`config.mk`:
```
export PLATFORM = sky130hd
export DESIGN_NAME = svm_isqrt
export DESIGN_NICKNAME = d
export VERILOG_FILES = /design/src/rtl/svm_pkg.sv /design/src/rtl/svm_isqrt.sv
export SDC_FILE = /design/constraint.sdc
export NUM_CORES = 2
export LEC_CHECK = 0
export BUFFER_PORTS_ARGS = -buffer_cell sky130_fd_sc_hd__buf_4
export CAP_MARGIN = 0
export CORE_MARGIN = 2
export CORE_UTILIZATION = 30
export DETAILED_ROUTE_END_ITERATION = 10
export HOLD_SLACK_MARGIN = 0.02
export PLACE_DENSITY_LB_ADDON = 0.05
export SYNTH_ARGS = -nofsm -noshare
export SYNTH_HDL_FRONTEND = slang
export SYNTH_MEMORY_MAX_BITS = 65536
export SYNTH_SLANG_ARGS = --single-unit
```
`constraint.sdc`:
```
create_clock -name aclk -period 15.4 [get_ports aclk]
set_input_delay 3.85 -clock aclk [delete_from_list [all_inputs] [get_ports aclk]]
set_output_delay 3.85 -clock aclk [all_outputs]
set_load 0.01 [all_outputs]
```
`src/rtl/svm_pkg.sv`:
```
// Shared types and constants for the space vector modulator.
`timescale 1ns / 1ps
`default_nettype none
package svm_pkg;
    // sqrt(3)/2 and sqrt(3), both Q.30
    localparam logic [29:0] K30 = 30'd929887697;
    localparam logic [30:0] S30 = 31'd1859775393;
    // magnitude limit (sqrt(3)/2)^2 in Q.30
    localparam logic [31:0] LIM_M2 = 32'd805306368;
    // one stage per root bit
    localparam int SQ_STAGES = 31;

    typedef struct packed {
        logic signed [15:0] va;
        logic signed [15:0] vb;
        logic               lim;
    } svm_vec_t;
endpackage
`default_nettype wire

```
`src/rtl/svm_isqrt.sv`:
```
// Pipelined integer square root of m2 * 2^30, one root bit per stage.
`timescale 1ns / 1ps
`default_nettype none
module svm_isqrt (
    input  wire logic             aclk,
    input  wire logic             aresetn,
    input  wire logic             in_valid,
    output logic                  in_ready,
    input  wire logic [31:0]      in_m2,
    input  wire svm_pkg::svm_vec_t in_vec,
    output logic                  out_valid,
    input  wire logic             out_ready,
    output logic [30:0]           out_root,
    output svm_pkg::svm_vec_t     out_vec
);
    localparam int NS = svm_pkg::SQ_STAGES;
    localparam int RW = 34;

    logic [NS-1:0]     vld_reg;
    logic [NS-1:0]     rdy;
    logic [NS-1:0]     rdy_nx;
    logic [NS-1:0]     src_vld;
    logic [RW-1:0]     rem_reg  [NS];
    logic [RW-1:0]     root_reg [NS];
    logic [31:0]       m2_reg   [NS];
    svm_pkg::svm_vec_t vec_reg  [NS];
    logic [RW-1:0]     src_rem  [NS];
    logic [RW-1:0]     src_root [NS];
    logic [31:0]       src_m2   [NS];
    svm_pkg::svm_vec_t src_vec  [NS];

    genvar k;
    generate
        for (k = 0; k < NS; k++) begin : g_stage
            logic [61:0]   v_full;
            logic [RW-1:0] sh;
            logic [RW-1:0] trial;
            logic          ge;
            logic [RW-1:0] rem_next;
            logic [RW-1:0] root_next;

            if (k == 0) begin : g_first
                assign src_vld[k]  = in_valid;
                assign src_rem[k]  = '0;
                assign src_root[k] = '0;
                assign src_m2[k]   = in_m2;
                assign src_vec[k]  = in_vec;
            end else begin : g_rest
                assign src_vld[k]  = vld_reg[k-1];
                assign src_rem[k]  = rem_reg[k-1];
                assign src_root[k] = root_reg[k-1];
                assign src_m2[k]   = m2_reg[k-1];
                assign src_vec[k]  = vec_reg[k-1];
            end

            if (k == NS-1) begin : g_last
                assign rdy_nx[k] = out_ready;
            end else begin : g_mid
                assign rdy_nx[k] = rdy[k+1];
            end

            assign rdy[k]    = ~vld_reg[k] | rdy_nx[k];
            assign v_full    = {src_m2[k][31:0], 30'b0};
            assign sh        = {src_rem[k][RW-3:0], v_full[61-2*k -: 2]};
            assign trial     = {src_root[k][RW-3:0], 2'b01};
            assign ge        = sh >= trial;
            assign rem_next  = ge ? sh - trial : sh;
            assign root_next = {src_root[k][RW-2:0], ge};

            always_ff @(posedge aclk) begin
                if (!aresetn) begin
                    vld_reg[k] <= 1'b0;
                end else if (rdy[k]) begin
                    vld_reg[k] <= src_vld[k];
                end
            end

            always_ff @(posedge aclk) begin
                if (rdy[k] && src_vld[k]) begin
                    rem_reg[k]  <= rem_next;
                    root_reg[k] <= root_next;
                    m2_reg[k]   <= src_m2[k];
                    vec_reg[k]  <= src_vec[k];
                end
            end
        end
    endgenerate

    assign in_ready  = rdy[0];
    assign out_valid = vld_reg[NS-1];
    assign out_root  = root_reg[NS-1][30:0];
    assign out_vec   = vec_reg[NS-1];
endmodule
`default_nettype wire

```
Word-level counts from Yosys, hierarchy flattened

Memories as Yosys holds them, arrays and structs flattened.
Index checks and enable logic that the tools add are counted.

Input bits: 69
Output and inout port bits: 66
Memories kept: 4
Register bits after elaboration: 31
Logic and storage cells: 283
RAM bits: 4123

Order comparisons: 31
Mux-type cells: 93
Bitwise gates (word level): 62
Add/sub/neg operators: 31
Reduce and logical (&&, ||, !) cells: 31

Memories:

| name     | words | width | read ports | clocked after Yosys merged registers in | wr ports | line            | RTL |
|---|---|---|---|---|---|---|---|
| rem_reg  | 31    | 34    | 30         | 0                                       | 31       | svm_isqrt.sv:23 | `logic [RW-1:0] rem_reg [NS];` |
| root_reg | 31    | 34    | 31         | 0                                       | 31       | svm_isqrt.sv:24 | `logic [RW-1:0] root_reg [NS];` |
| vec_reg  | 31    | 33    | 31         | 0                                       | 31       | svm_isqrt.sv:26 | `svm_pkg::svm_vec_t vec_reg [NS];` |
| m2_reg   | 31    | 32    | 30         | 0                                       | 31       | svm_isqrt.sv:25 | `logic [31:0] m2_reg [NS];` |

Operators with widths:

| cell                | number |
|---|---|
| $mux 34             | 31 |
| $ge 34x34->1        | 30 |
| $sub 34x34->34      | 30 |
| $mux 1              | 62 |
| $logic_and 1x1->1   | 31 |
| $not 1->1           | 31 |
| $or 1x1->1          | 31 |
| $sub 2x1->3 const B | 1 |
| $ge 2x1->1 const B  | 1 |

Longest topological paths before layout

Word-level depth: 35
Gate-level depth with buffers: 15
Mapped depth without buffers: 13

Worst setup path after synthesis

Ideal clock, no wire load.

Path type: input -> register
Start point: input out_ready
End point: memory m2_reg[4][0], enable pin
Arrival time: 11573 ps
Data required time: 14717 ps
Buffers on the path: 0
Stages on the path: 8
Library setup time: 683 ps
Path slack: 3144 ps
Cells stage by stage: nor2b_1 and3_1 and3_1 nand2_1 nor3_1 and2_1 and4_1 a21boi_0

RTL lines:

| what               | line            | RTL |
|---|---|---|
| start: declaration | svm_isqrt.sv:12 | `input wire logic out_ready,` |
| end: declaration   | svm_isqrt.sv:25 |  |

Worst setup path in the final report

Start point: input out_ready
End point: output in_ready

Word-level cells in the longest chain between the ends: 31

Ends and longest elaborated chain:

| what                      | line            | RTL |
|---|---|---|
| $or 1x1->1 (31 in series) | svm_isqrt.sv:62 | `assign rdy[k] = ~vld_reg[k] \| rdy_nx[k];` |
| end: declaration          | svm_isqrt.sv:8  | `output logic in_ready,` |

No other way between the ends.

==> metrics.md <==
| Metric | Value |
|---|---|
| Power density over cell area | `114 nW/um^2` |
| EDFF count, synth | `2,658` |
| Syn_area_per_cell | `14.1 sq um` |
| Seq pwr share | `52.4%` |
| Clock network power share | `47.2%` |
| Area grow syn2layout | `15.4%` |
| Int Pwr | `12.2 mW` |
| Largest net degree at the start of global routing | `71` |
| CP required | `11,550 ps` |
| Sinks on Clock Net | `2,689` |
| CP max FO | `6` |
| Clk buf depth | `4` |
| P_sw | `3.01 mW` |
| H-tree levels | `5` |
| Most used DFF post-synth | `edfxtp_1` |
| Peak supply drop | `0.0872 mV` |
| Layout cells sized above 1 | `9.42%` |
| Placed cell count | `13,500` |
| Crit. End Element | `primary output` |
| Final TNS setup | `0 ps` |
| Latest clock arrival within the worst-skew pair | `890 ps` |
| Iteration-0 DRC Markers | `3,658` |
| Leakage | `47.3 nW` |
| Slew margin rel. | `26.0%` |
| Die Span Y | `626 um` |
| Asr flop ratio synth | `0%` |
| Layout Nets | `9,226` |
| Die area | `392,000 sq um` |
| DRC | `0` |
| Initial antenna violation count | `9` |
| Post-Syn Area | `116,000 sq um` |
| Post-Syn Instances | `8,229` |
| Cts repair resizes | `0` |
| Layout Skew | `38.0 ps` |
| Slowest-stage cell, CP | `nor3_1` |
| CTS tree | `done` |
| Non-Filler Instances | `14,100` |
| IO Pins | `135` |
| Vias in the first global route | `64,800` |
| Synth unique cells | `98` |
| Number of flip-flops in the largest register | `1,023` |
| Initial core utilization | `30.1%` |
| Worst Path Arrival | `7430 ps` |
| Worst setup SP type | `primary input` |
| Seq/Total Area, Yosys | `69.3%` |
| Via count | `63,500` |
| 1st-pass router iterations | `5` |
| Fmax | `0.0887 GHz` |
| RSZ-0062 raised after global routing | `false` |
| Hold_buf cts | `0` |
| Post-route minimum period | `11,280 ps` |
| Hpwl dp | `178,000 um` |
| Die width | `626 um` |
| Root Driver | `clkbuf_16` |
| Avg WL per Cell | `17.5 um` |
| Yosys reg bits | `2,689` |
| Setup bufs post-CTS | `0` |
| Global-route wire length before repair | `382,000 um` |
| Max-cap violations | `0` |
| Final Hold Fails | `0` |
| Final Max Slew Viols | `0` |
| Final worst path period share | `73.2%` |
| Worst Max-Slew Pin Slew | `1110 ps` |
| Crit path largest cell delay | `690 ps` |
| Logic pwr share | `0.4%` |
| Final setup viols | `0` |
| Mapped Nets | `8,811` |
| Hold crit path type | `flop to flop` |
| Core Box Area | `385,000 sq um` |
| Critical path, cell by cell | `buf_4, nor2b_1, and3_1, and3_1, nand2_1, nor3_1, and2_1, and4_1, and4_1, nand3_1, buf_4` |
| Clock slew at reported path FFs | `60 ps` |
| GR Util All Layers | `12.4%` |
| Status | `completed` |
| Final ANT Viol Nets | `0` |
| DRT Wirelength | `246,000 um` |
| Sw frac | `19.8%` |
| Site row count | `228` |
| Via density | `4.51` |
| Gp weighted congestion | `0.772` |
| Crit path kind | `primary input to primary output` |
| I/O Buffers | `134` |
| CTS buffer count | `318` |
| Synth Warn # | `0` |
| Total grt overflow | `0` |
-- synth_stat cells, types with 38 or more instances --
library cell,count,area (sq um)
nor2b_1,84,526
nor4_1,90,563
o21bai_1,44,330
nor3_1,217,1090
or4_1,41,308
xnor2_1,330,2890
nand2b_1,102,638
o31ai_1,61,458
a21oi_1,421,2110
nand4_1,53,332
mux2_2,77,867
or3_1,90,563
ha_1,499,6240
nor2_1,490,1840
nand3_1,108,541
a21o_1,149,1120
edfxtp_1,2658,79800
or2_2,38,238
nand3b_1,38,285
nand2_1,514,1930
inv_1,641,2410
o21a_1,129,968
clkbuf_1,94,353
o21ai_0,410,2050
xor2_1,357,3130
-- metal layers --
metal	up-vias	GRT usage, %	wire length (um)
met4	0	4.06	7500
met1	30800	15.4	106000
met2	867	22.0	124000
li1	31400	-	-
met3	415	1.75	8290
met5	-	0	0
-- critical path, delay by kind of cell --
| family | cells | cell delay (ps) |
|---|---|---|
| buffers and inverters | 2 | 290 |
| AND/OR/NAND/NOR | 9 | 3280 |
-- kinds of logic after synthesis --
kind of cell / synth area share, %
other: 0.00323
AOI/OAI and AO/OA: 8.02
adders and majority gates: 5.62
xor gates and xnor gates: 5.18
and+or+nand+nor: 8.58
buffers and inverters: 2.49
DFF: 69.3
muxes: 0.790
-- power groups by stage --
stage          clock (mW)  combinational [mW]  sequential, mW
2_1_floorplan           0              0.0380            8.13
3_3_place_gp            0              0.0688            8.13
3_5_place_dp            0              0.0695            8.13
4_1_cts              7.51              0.0699            7.98
5_1_grt              7.78              0.0763            7.97
6_report             7.19              0.0673            7.98
-- cell type report --
type,count,area (sq um)
Fill cell,37200,252000
Sequential cell,2689,80400
Multi-Input combinational cell,4781,33100
Clock buffer,407,8480
Tap cell,5175,6470
Inverter,641,2410
Timing Repair Buffer,213,1600
Clock inverter,162,1410
Antenna cell,1,2.50
-- stage by stage --
stage               instance area, sq um  worst slack, ps  total power [mW]  hold slack, ps  utilization (%)
floorplan                         116000             3140              8.17             400                -
global placement                  124000             4100              8.20             400             32.2
detailed placement                124000             4140              8.20             405             32.2
CTS                               134000             4140              15.6             384             34.7
global route                      134000             3930              15.8             404             34.7
finish                            134000             4120              15.2             395             34.7
-- cell usage in the layout (no fill, tap or decap), types with 61 or more instances in the layout --
cell and n:
xor2_1 357, clkbuf_1 80, nor2_1 489, nand2b_1 102, or3_1 89, edfxtp_1 2658
a21oi_1 421, buf_4 213, clkinv_1 68, a21o_1 149, nand2_1 514, nand3_1 108
inv_1 641, ha_1 499, xnor2_1 330, o31ai_1 61, nor3_1 216, o21ai_0 410
nor2b_1 66, mux2_2 77, nor4_1 90, clkbuf_16 327, o21a_1 129
-- final timing paths --
path / from / endpoint / slack (ps) / cells after the start
setup / recovery: out_ready / in_ready / 4120 / 11
hold / removal: vec_reg[1][335]$_DFFE_PP_ / vec_reg[1][368]$_DFFE_PP_ / 400 / 0
setup reg to reg: out_valid$_SDFFE_PN0P_ / rem_reg[0][82]$_DFFE_PP_ / 10500 / 12
hold reg to reg: vec_reg[1][335]$_DFFE_PP_ / vec_reg[1][368]$_DFFE_PP_ / 400 / 0
Note: power is estimated with default switching activity, not from simulation.
