File: config.mk
export PLATFORM = sky130hd
export DESIGN_NAME = svm_div
export DESIGN_NICKNAME = d
export VERILOG_FILES = /design/src/rtl/svm_pkg.sv /design/src/rtl/svm_div.sv
export SDC_FILE = /design/constraint.sdc
export NUM_CORES = 2
export LEC_CHECK = 0
export ABC_AREA = 1
export BUFFER_PORTS_ARGS = -buffer_cell sky130_fd_sc_hd__buf_2
export CORE_UTILIZATION = 38
export DETAILED_ROUTE_END_ITERATION = 8
export GPL_TIMING_DRIVEN = 0
export SLEW_MARGIN = 0
export SYNTH_ARGS = -nofsm -noshare
export SYNTH_HDL_FRONTEND = slang
export SYNTH_SLANG_ARGS = --single-unit
File: constraint.sdc
create_clock -name aclk -period 6.6 [get_ports aclk]
set_input_delay 0.33 -clock aclk [delete_from_list [all_inputs] [get_ports aclk]]
set_output_delay 0.33 -clock aclk [all_outputs]
set_load 0.01 [all_outputs]
File: src/rtl/svm_pkg.sv
// Shared types and constants for the space vector modulator.
`timescale 1ns / 1ps
`default_nettype none
package svm_pkg;
    // sqrt(3)/2 and sqrt(3), both Q.30
    localparam logic [29:0] K30 = 30'd929887697;
    localparam logic [30:0] S30 = 31'd1859775393;
    // magnitude limit (sqrt(3)/2)^2 in Q.30
    localparam logic [31:0] LIM_M2 = 32'd805306368;
    // one stage per root bit
    localparam int SQ_STAGES = 31;

    typedef struct packed {
        logic signed [15:0] va;
        logic signed [15:0] vb;
        logic               lim;
    } svm_vec_t;
endpackage
`default_nettype wire

File: src/rtl/svm_div.sv
// Pipelined restoring divider for the limiting scale, one quotient bit per stage.
`timescale 1ns / 1ps
`default_nettype none
module svm_div #(
    parameter int W = 16
) (
    input  wire logic             aclk,
    input  wire logic             aresetn,
    input  wire logic             in_valid,
    output logic                  in_ready,
    input  wire logic [30:0]      in_root,
    input  wire svm_pkg::svm_vec_t in_vec,
    output logic                  out_valid,
    input  wire logic             out_ready,
    output logic [W:0]            out_r,
    output svm_pkg::svm_vec_t     out_vec
);
    localparam int NW = W + 31;
    localparam int ND = W + 1;

    // dividend stage
    logic              n_vld_reg;
    logic              n_rdy;
    logic [NW-1:0]     n_reg;
    logic [NW-1:0]     n_next;
    logic [30:0]       n_root_reg;
    svm_pkg::svm_vec_t n_vec_reg;
    logic [ND-1:0]     rdy;

    assign n_next = (NW'(svm_pkg::K30) << W) + NW'(in_root >> 1);
    assign n_rdy  = ~n_vld_reg | rdy[0];

    always_ff @(posedge aclk) begin
        if (!aresetn) begin
            n_vld_reg <= 1'b0;
        end else if (n_rdy) begin
            n_vld_reg <= in_valid;
        end
    end

    always_ff @(posedge aclk) begin
        if (n_rdy && in_valid) begin
            n_reg      <= n_next;
            n_root_reg <= in_root;
            n_vec_reg  <= in_vec;
        end
    end

    // quotient stages
    logic [ND-1:0]     vld_reg;
    logic [ND-1:0]     rdy_nx;
    logic [ND-1:0]     src_vld;
    logic [31:0]       rem_reg  [ND];
    logic [W:0]        q_reg    [ND];
    logic [W:0]        nlo_reg  [ND];
    logic [30:0]       root_reg [ND];
    svm_pkg::svm_vec_t vec_reg  [ND];
    logic [31:0]       src_rem  [ND];
    logic [W:0]        src_q    [ND];
    logic [W:0]        src_nlo  [ND];
    logic [30:0]       src_root [ND];
    svm_pkg::svm_vec_t src_vec  [ND];

    genvar j;
    generate
        for (j = 0; j < ND; j++) begin : g_stage
            logic [31:0] sh;
            logic [31:0] dv;
            logic        ge;
            logic [31:0] rem_next;
            logic [W:0]  q_next;

            if (j == 0) begin : g_first
                assign src_vld[j]  = n_vld_reg;
                assign src_rem[j]  = 32'(n_reg[NW-1:W+1]);
                assign src_q[j]    = '0;
                assign src_nlo[j]  = n_reg[W:0];
                assign src_root[j] = n_root_reg;
                assign src_vec[j]  = n_vec_reg;
            end else begin : g_rest
                assign src_vld[j]  = vld_reg[j-1];
                assign src_rem[j]  = rem_reg[j-1];
                assign src_q[j]    = q_reg[j-1];
                assign src_nlo[j]  = nlo_reg[j-1];
                assign src_root[j] = root_reg[j-1];
                assign src_vec[j]  = vec_reg[j-1];
            end

            if (j == ND-1) begin : g_last
                assign rdy_nx[j] = out_ready;
            end else begin : g_mid
                assign rdy_nx[j] = rdy[j+1];
            end

            assign rdy[j]   = ~vld_reg[j] | rdy_nx[j];
            assign sh       = {src_rem[j][30:0], src_nlo[j][W-j]};
            assign dv       = {1'b0, src_root[j]};
            assign ge       = sh >= dv;
            assign rem_next = ge ? sh - dv : sh;
            if (W > 0) begin : g_q
                assign q_next = {src_q[j][W-1:0], ge};
            end else begin : g_q1
                assign q_next = ge;
            end

            always_ff @(posedge aclk) begin
                if (!aresetn) begin
                    vld_reg[j] <= 1'b0;
                end else if (rdy[j]) begin
                    vld_reg[j] <= src_vld[j];
                end
            end

            always_ff @(posedge aclk) begin
                if (rdy[j] && src_vld[j]) begin
                    rem_reg[j]  <= rem_next;
                    q_reg[j]    <= q_next;
                    nlo_reg[j]  <= src_nlo[j];
                    root_reg[j] <= src_root[j];
                    vec_reg[j]  <= src_vec[j];
                end
            end
        end
    endgenerate

    assign in_ready  = n_rdy;
    assign out_valid = vld_reg[ND-1];
    assign out_r     = q_reg[ND-1];
    assign out_vec   = vec_reg[ND-1];
endmodule
`default_nettype wire

Word level (Yosys, flattened, before mapping):

Memory sizes are Yosys's and may differ from the RTL's.
Index checks and enable logic that the tools add are counted.

* register bits after elaboration: 129
* memory bits (writable): 2210
* bits of input ports: 68
* output and inout port bits: 52
* logic and storage cells: 168
* memories: 5

* add/sub/neg operators: 18
* magnitude comparators: 17
* mux-type cells: 51
* bitwise gates (word level): 36
* reductions and logical operators: 18

Memory list
* vec_reg: depth 17, width 33, read ports 17, clocked after Yosys merged registers in 0, write ports 17, RTL line svm_div.sv:57 `svm_pkg::svm_vec_t vec_reg [ND];`
* rem_reg: depth 17, width 32, read ports 16, clocked after Yosys merged registers in 0, write ports 17, RTL line svm_div.sv:53 `logic [31:0] rem_reg [ND];`
* root_reg: depth 17, width 31, read ports 16, clocked after Yosys merged registers in 0, write ports 17, RTL line svm_div.sv:56 `logic [30:0] root_reg [ND];`
* nlo_reg: depth 17, width 17, read ports 16, clocked after Yosys merged registers in 0, write ports 17, RTL line svm_div.sv:55 `logic [W:0] nlo_reg [ND];`
* q_reg: depth 17, width 17, read ports 17, clocked after Yosys merged registers in 0, write ports 17, RTL line svm_div.sv:54 `logic [W:0] q_reg [ND];`

Operator list (number)
* 2-to-1 mux 32 bit: 17
* greater-or-equal comparator 32 x 31 -> 1 bit: 16
* subtractor 32 x 31 -> 32 bit: 16
* adder 46 x 30 -> 47 bit, first input constant: 1
* 2-to-1 mux 1 bit: 34
* subtractor 31 x 31 -> 32 bit: 1
* greater-or-equal comparator 31 bit: 1
* logical AND 1 bit: 18
* NOT 1 bit: 18
* OR 1 bit: 18

Logic depth before layout (Yosys ltp):

* depth in word-level cells: 21
* depth in mapped cells: 16
* gate-level depth less buffers: 16

Worst setup path before layout:

OpenSTA, ideal clock, no wires.

* kind: reg-to-reg
* start: reg vld_reg[16], in the netlist out_valid
* end: mem nlo_reg[0][68] in the netlist's numbering, enable pin
* setup time: 591 ps
* data arrival time: 5815 ps
* data required time: 6009 ps
* setup slack: 193 ps
* cell stages (with the launch flop): 10
* path buffers: 0
* period minus slack after synthesis: 6407 ps
* cells stage by stage: dfxtp_1 -> nand3_2 -> nor2_1 -> nand4_1 -> nor2_2 -> nand2_1 -> nor2_1 -> nand3_1 -> nor2_1 -> a21oi_1

RTL lines
* start: declaration: RTL line svm_div.sv:50 `logic [ND-1:0] vld_reg;`
* start signal: indexed assignment: RTL line svm_div.sv:110 `vld_reg[j] <= src_vld[j];`
* end: declaration: RTL line svm_div.sv:55

Final worst setup path:

* start: reg vld_reg[16], in the netlist out_valid
* end: out in_ready

* word-level cells in the longest chain between the ends: 19

RTL lines
* NOT 1 bit: RTL line svm_div.sv:95 `assign rdy[j] = ~vld_reg[j] | rdy_nx[j];`
* OR 1 bit (17 in a row): RTL line svm_div.sv:95
* OR 1 bit: RTL line svm_div.sv:31 `assign n_rdy = ~n_vld_reg | rdy[0];`
* end: declaration: RTL line svm_div.sv:10 `output logic in_ready,`

No other way between the ends.

==> metrics <==
mean instance size in the synthesized netlist=10.66 µm²; Gates resized, CTS repair=0; slack of the critical path=2.707 ns; number of register bits inferred by synthesis=1805; share of the core filled with cells=43.79%; number of H-tree levels=4; number of buffer and inverter instances along the worst setup path=1; proportion of layout cells with a drive suffix above 1=7.613%; Skew-Pair Late Insertion Delay=0.85 ns; origin of the worst setup path=out_valid; stage delay of the slowest cell on the critical path=0.46 ns; endpoint of the most critical setup path=in_ready; synthesized net count=9095; critical path data arrival time=3.56 ns; data required time at the worst endpoint=6.27 ns; total routing usage reported by global routing=21.91%; number of nets in the final layout=9509; Max VDD drop=0.0002380 V; status=complete, no violations; slew margin rel.=14.48%; Clock Tree Buf Depth=3; leakage power figure=40.85 nW; synthesis warning total=0; most common cell after layout, fill and taps aside=sky130_fd_sc_hd__edfxtp_1; worst slack at placement=2.938 ns; Setup-failing EPs final=0; element type at the critical path end=output port; I/O pin count=120; area of the mapped netlist=90620 µm²; Net Switching=5.497 mW; post-detailed-placement cell area=96050 µm²; period utilisation layout=58.99%; Achievable Freq=0.2568 GHz; clock buffer count from CTS=191; Internal=19.52 mW; global-route wire length before repair=393.3 mm; Top Family by Delay on Critical Path=simple AND/OR/NAND/NOR gates; number of violations reported at the end of detailed-routing iteration 0=5220; number of antenna violations at the first check in global routing=28; first-pass iteration count of the detailed router=5; via count of the first global-routing pass=61.49k; cell taking the most area after synthesis=sky130_fd_sc_hd__edfxtp_1; core area=236100 µm²; main area contributors after synthesis=sky130_fd_sc_hd__edfxtp_1, sky130_fd_sc_hd__ha_1, sky130_fd_sc_hd__nand2_1, sky130_fd_sc_hd__inv_1, sky130_fd_sc_hd__a21oi_1; input/output buffers=119; standard-cell rows=178; number of slew-limit violations in the final report=0; start of the worst register-to-register path=out_valid; setup slack on the worst flop-to-flop path=2.96 ns; Clk network pwr share=44.2%; clock tree from TritonCTS=yes; count of maximum capacitance violations=0; commonest cells after routing, fill and taps aside=sky130_fd_sc_hd__edfxtp_1, sky130_fd_sc_hd__nand2_1, sky130_fd_sc_hd__inv_1; overflow left after global routing=0; Pwr Density=242.0 nW/µm²; number of synthesized flops with an enable pin=1787; worst hold stages=2; slew at the pin with the worst max-slew slack=1.283 ns; Clock Sinks=1805; average via count per standard cell=5.089; type of origin of the critical path=flop; critical path depth=10; fraction of power spent switching nets=21.97%; number of failing hold endpoints at the final stage=0; final critical delay including setup and external delays=3.893 ns; met1 wire length=116.4 mm; number of distinct library cell variants in the gate-level netlist after synthesis=57; proportion of synthesized flip-flops having asynchronous set or reset=0%; DR vias=62.25k; maximum number of pins on one net before global-route repair=82; number of instances in the synthesized netlist=8497; clock slew at the register clock pins of the worst setup and hold paths=0.06 ns; logic gate share of total power=4.7%; Detailed Place HPWL=218.7 mm; Slowest cell on crit path=sky130_fd_sc_hd__dfxtp_1; routed length on met3=11.94 mm; worst-path fanout max=6; gpl congestion=0.9328; Die Span Y=490.3 µm; die outline width=490.3 µm; final std cell area, no fill=103400 µm²; RSZ-0062 raised after global routing=no; ordered list of cells on the worst path=nand3_2, nor2_1, nand4_1, nor2_2, nand4_2, nor2_1, nand4_2, nor2_4, nand4_2, buf_2; initial standard-cell utilization of the core=38.39%; max layer used=met4; P&R area growth vs syn=14.07%; number of routed nets with antenna violations=0; sequential-to-total area share from yosys stat=59.61%; CP dominant cell by count=sky130_fd_sc_hd__nand4_2; total negative slack for setup checks=0 ns; CTS root buf=sky130_fd_sc_hd__clkbuf_16; post-DR wirelength/cell=21.97 µm; Die Outline Area=240400 µm²; category of the most critical setup path=reg2out; end of the worst register-to-register path=vec_reg[0][15]; Hold WC Path Type=in2reg; WL met2=132.1 mm; DRC violation count after routing=0; number of flip-flops under the largest register name=561; total power after layout=25.02 mW; Layout Skew=0.06236 ns; share of Yosys cell area claimed by the top area cell type=59.22%; Register-to-Register Path Depth=12; wirelength, routed=268.8 mm; proportion of power drawn by flip-flops and latches=51.1%; most instantiated flip-flop cell in the synthesis netlist=sky130_fd_sc_hd__edfxtp_1
==> power groups by stage <==
stage | Sequential [mW] | Clock [mW] | Combinational, mW
3_5_place_dp | 13.0 | 0 | 1.14
4_1_cts | 12.8 | 11.3 | 1.18
3_3_place_gp | 13.0 | 0 | 1.12
5_1_grt | 12.8 | 11.8 | 1.31
2_1_floorplan | 13.0 | 0 | 0.801
6_report | 12.8 | 11.1 | 1.18
==> worst reg2reg max path, stage by stage, from the launching register on <==
cell and delay [ns]:
sky130_fd_sc_hd__dfxtp_1 0.46, sky130_fd_sc_hd__nand3_2 0.19, sky130_fd_sc_hd__nor2_1 0.19, sky130_fd_sc_hd__nand4_1 0.21, sky130_fd_sc_hd__nor2_2 0.29, sky130_fd_sc_hd__nand4_2 0.16
sky130_fd_sc_hd__nor2_1 0.16, sky130_fd_sc_hd__nand4_2 0.37, sky130_fd_sc_hd__nor2_4 0.38, sky130_fd_sc_hd__a31oi_4 0.29, sky130_fd_sc_hd__buf_16 0.26, sky130_fd_sc_hd__buf_12 0.20
sky130_fd_sc_hd__buf_12 0.20
==> layer usage <==
metal	global-route usage (%)	up-vias
li1	-	30340
met3	2.541	362
met2	38.12	1547
met5	0	-
met4	6.706	0
met1	28.45	30010
==> how the worst min path moves through the flow <==
stage | end | slack (ns) | from
6_report | n_root_reg[6] | 0.20 | in_root[6]
5_1_grt | n_root_reg[3] | 0.15 | in_root[3]
4_1_cts | n_root_reg[4] | 0.11 | in_root[4]
3_5_place_dp | q_reg[0][106] | 0.40 | q_reg[0][88]
3_3_place_gp | q_reg[0][244] | 0.40 | q_reg[0][226]
2_1_floorplan | q_reg[0][103] | 0.40 | q_reg[0][85]
==> logic make-up (layout without fill, tap and decap cells) <==
family / Yosys count / count (layout) / share of synthesized area (%)
simple gates: 2725 / 2725 / 12.49
other cells: 0 / 7 / 0
compound gates: 1693 / 1693 / 10.81
flops: 1805 / 1805 / 59.61
xor+xnor: 372 / 372 / 3.595
buf+inv: 1372 / 1951 / 6.041
fa+ha+maj: 530 / 530 / 7.450
==> cell type report <==
cell class                      count  area (µm²)
Sequential cell                  1805       54020
Clock inverter                    133        1569
Timing Repair Buffer              221        2049
Buffer                             95       680.7
Tap cell                         3150        3941
Clock buffer                      225        5062
Fill cell                       22200      132700
Antenna cell                        7       17.52
Inverter                         1277        4816
Multi-Input combinational cell   5320       31210
==> synthesized netlist by cell type, types with 45 or more instances <==
library cell	n
sky130_fd_sc_hd__nand3_1	267
sky130_fd_sc_hd__nand4_1	69
sky130_fd_sc_hd__a21o_1	137
sky130_fd_sc_hd__buf_2	45
sky130_fd_sc_hd__nand2_1	1277
sky130_fd_sc_hd__a21oi_1	768
sky130_fd_sc_hd__xnor2_1	230
sky130_fd_sc_hd__inv_1	1265
sky130_fd_sc_hd__o21bai_1	53
sky130_fd_sc_hd__edfxtp_1	1787
sky130_fd_sc_hd__nor3_1	93
sky130_fd_sc_hd__o21ai_1	54
sky130_fd_sc_hd__nor2_1	911
sky130_fd_sc_hd__a31oi_1	136
sky130_fd_sc_hd__ha_1	514
sky130_fd_sc_hd__o21ai_0	334
sky130_fd_sc_hd__xor2_1	142
==> per-stage QoR <==
stage	hold WS, ns	std cells
finish	0.1953	12230
global route	0.1531	12230
CTS	0.1142	12230
detailed placement	0.4045	11800
global placement	0.4025	11770
floorplan	0.4003	8497
==> what timing repair did <==
item	4_1_cts	5_1_grt
setup buffers	0	0
endpoints found under the hold margin	91	0
hold buffers	67	0
No activity file was read; power rests on OpenSTA's default activity.
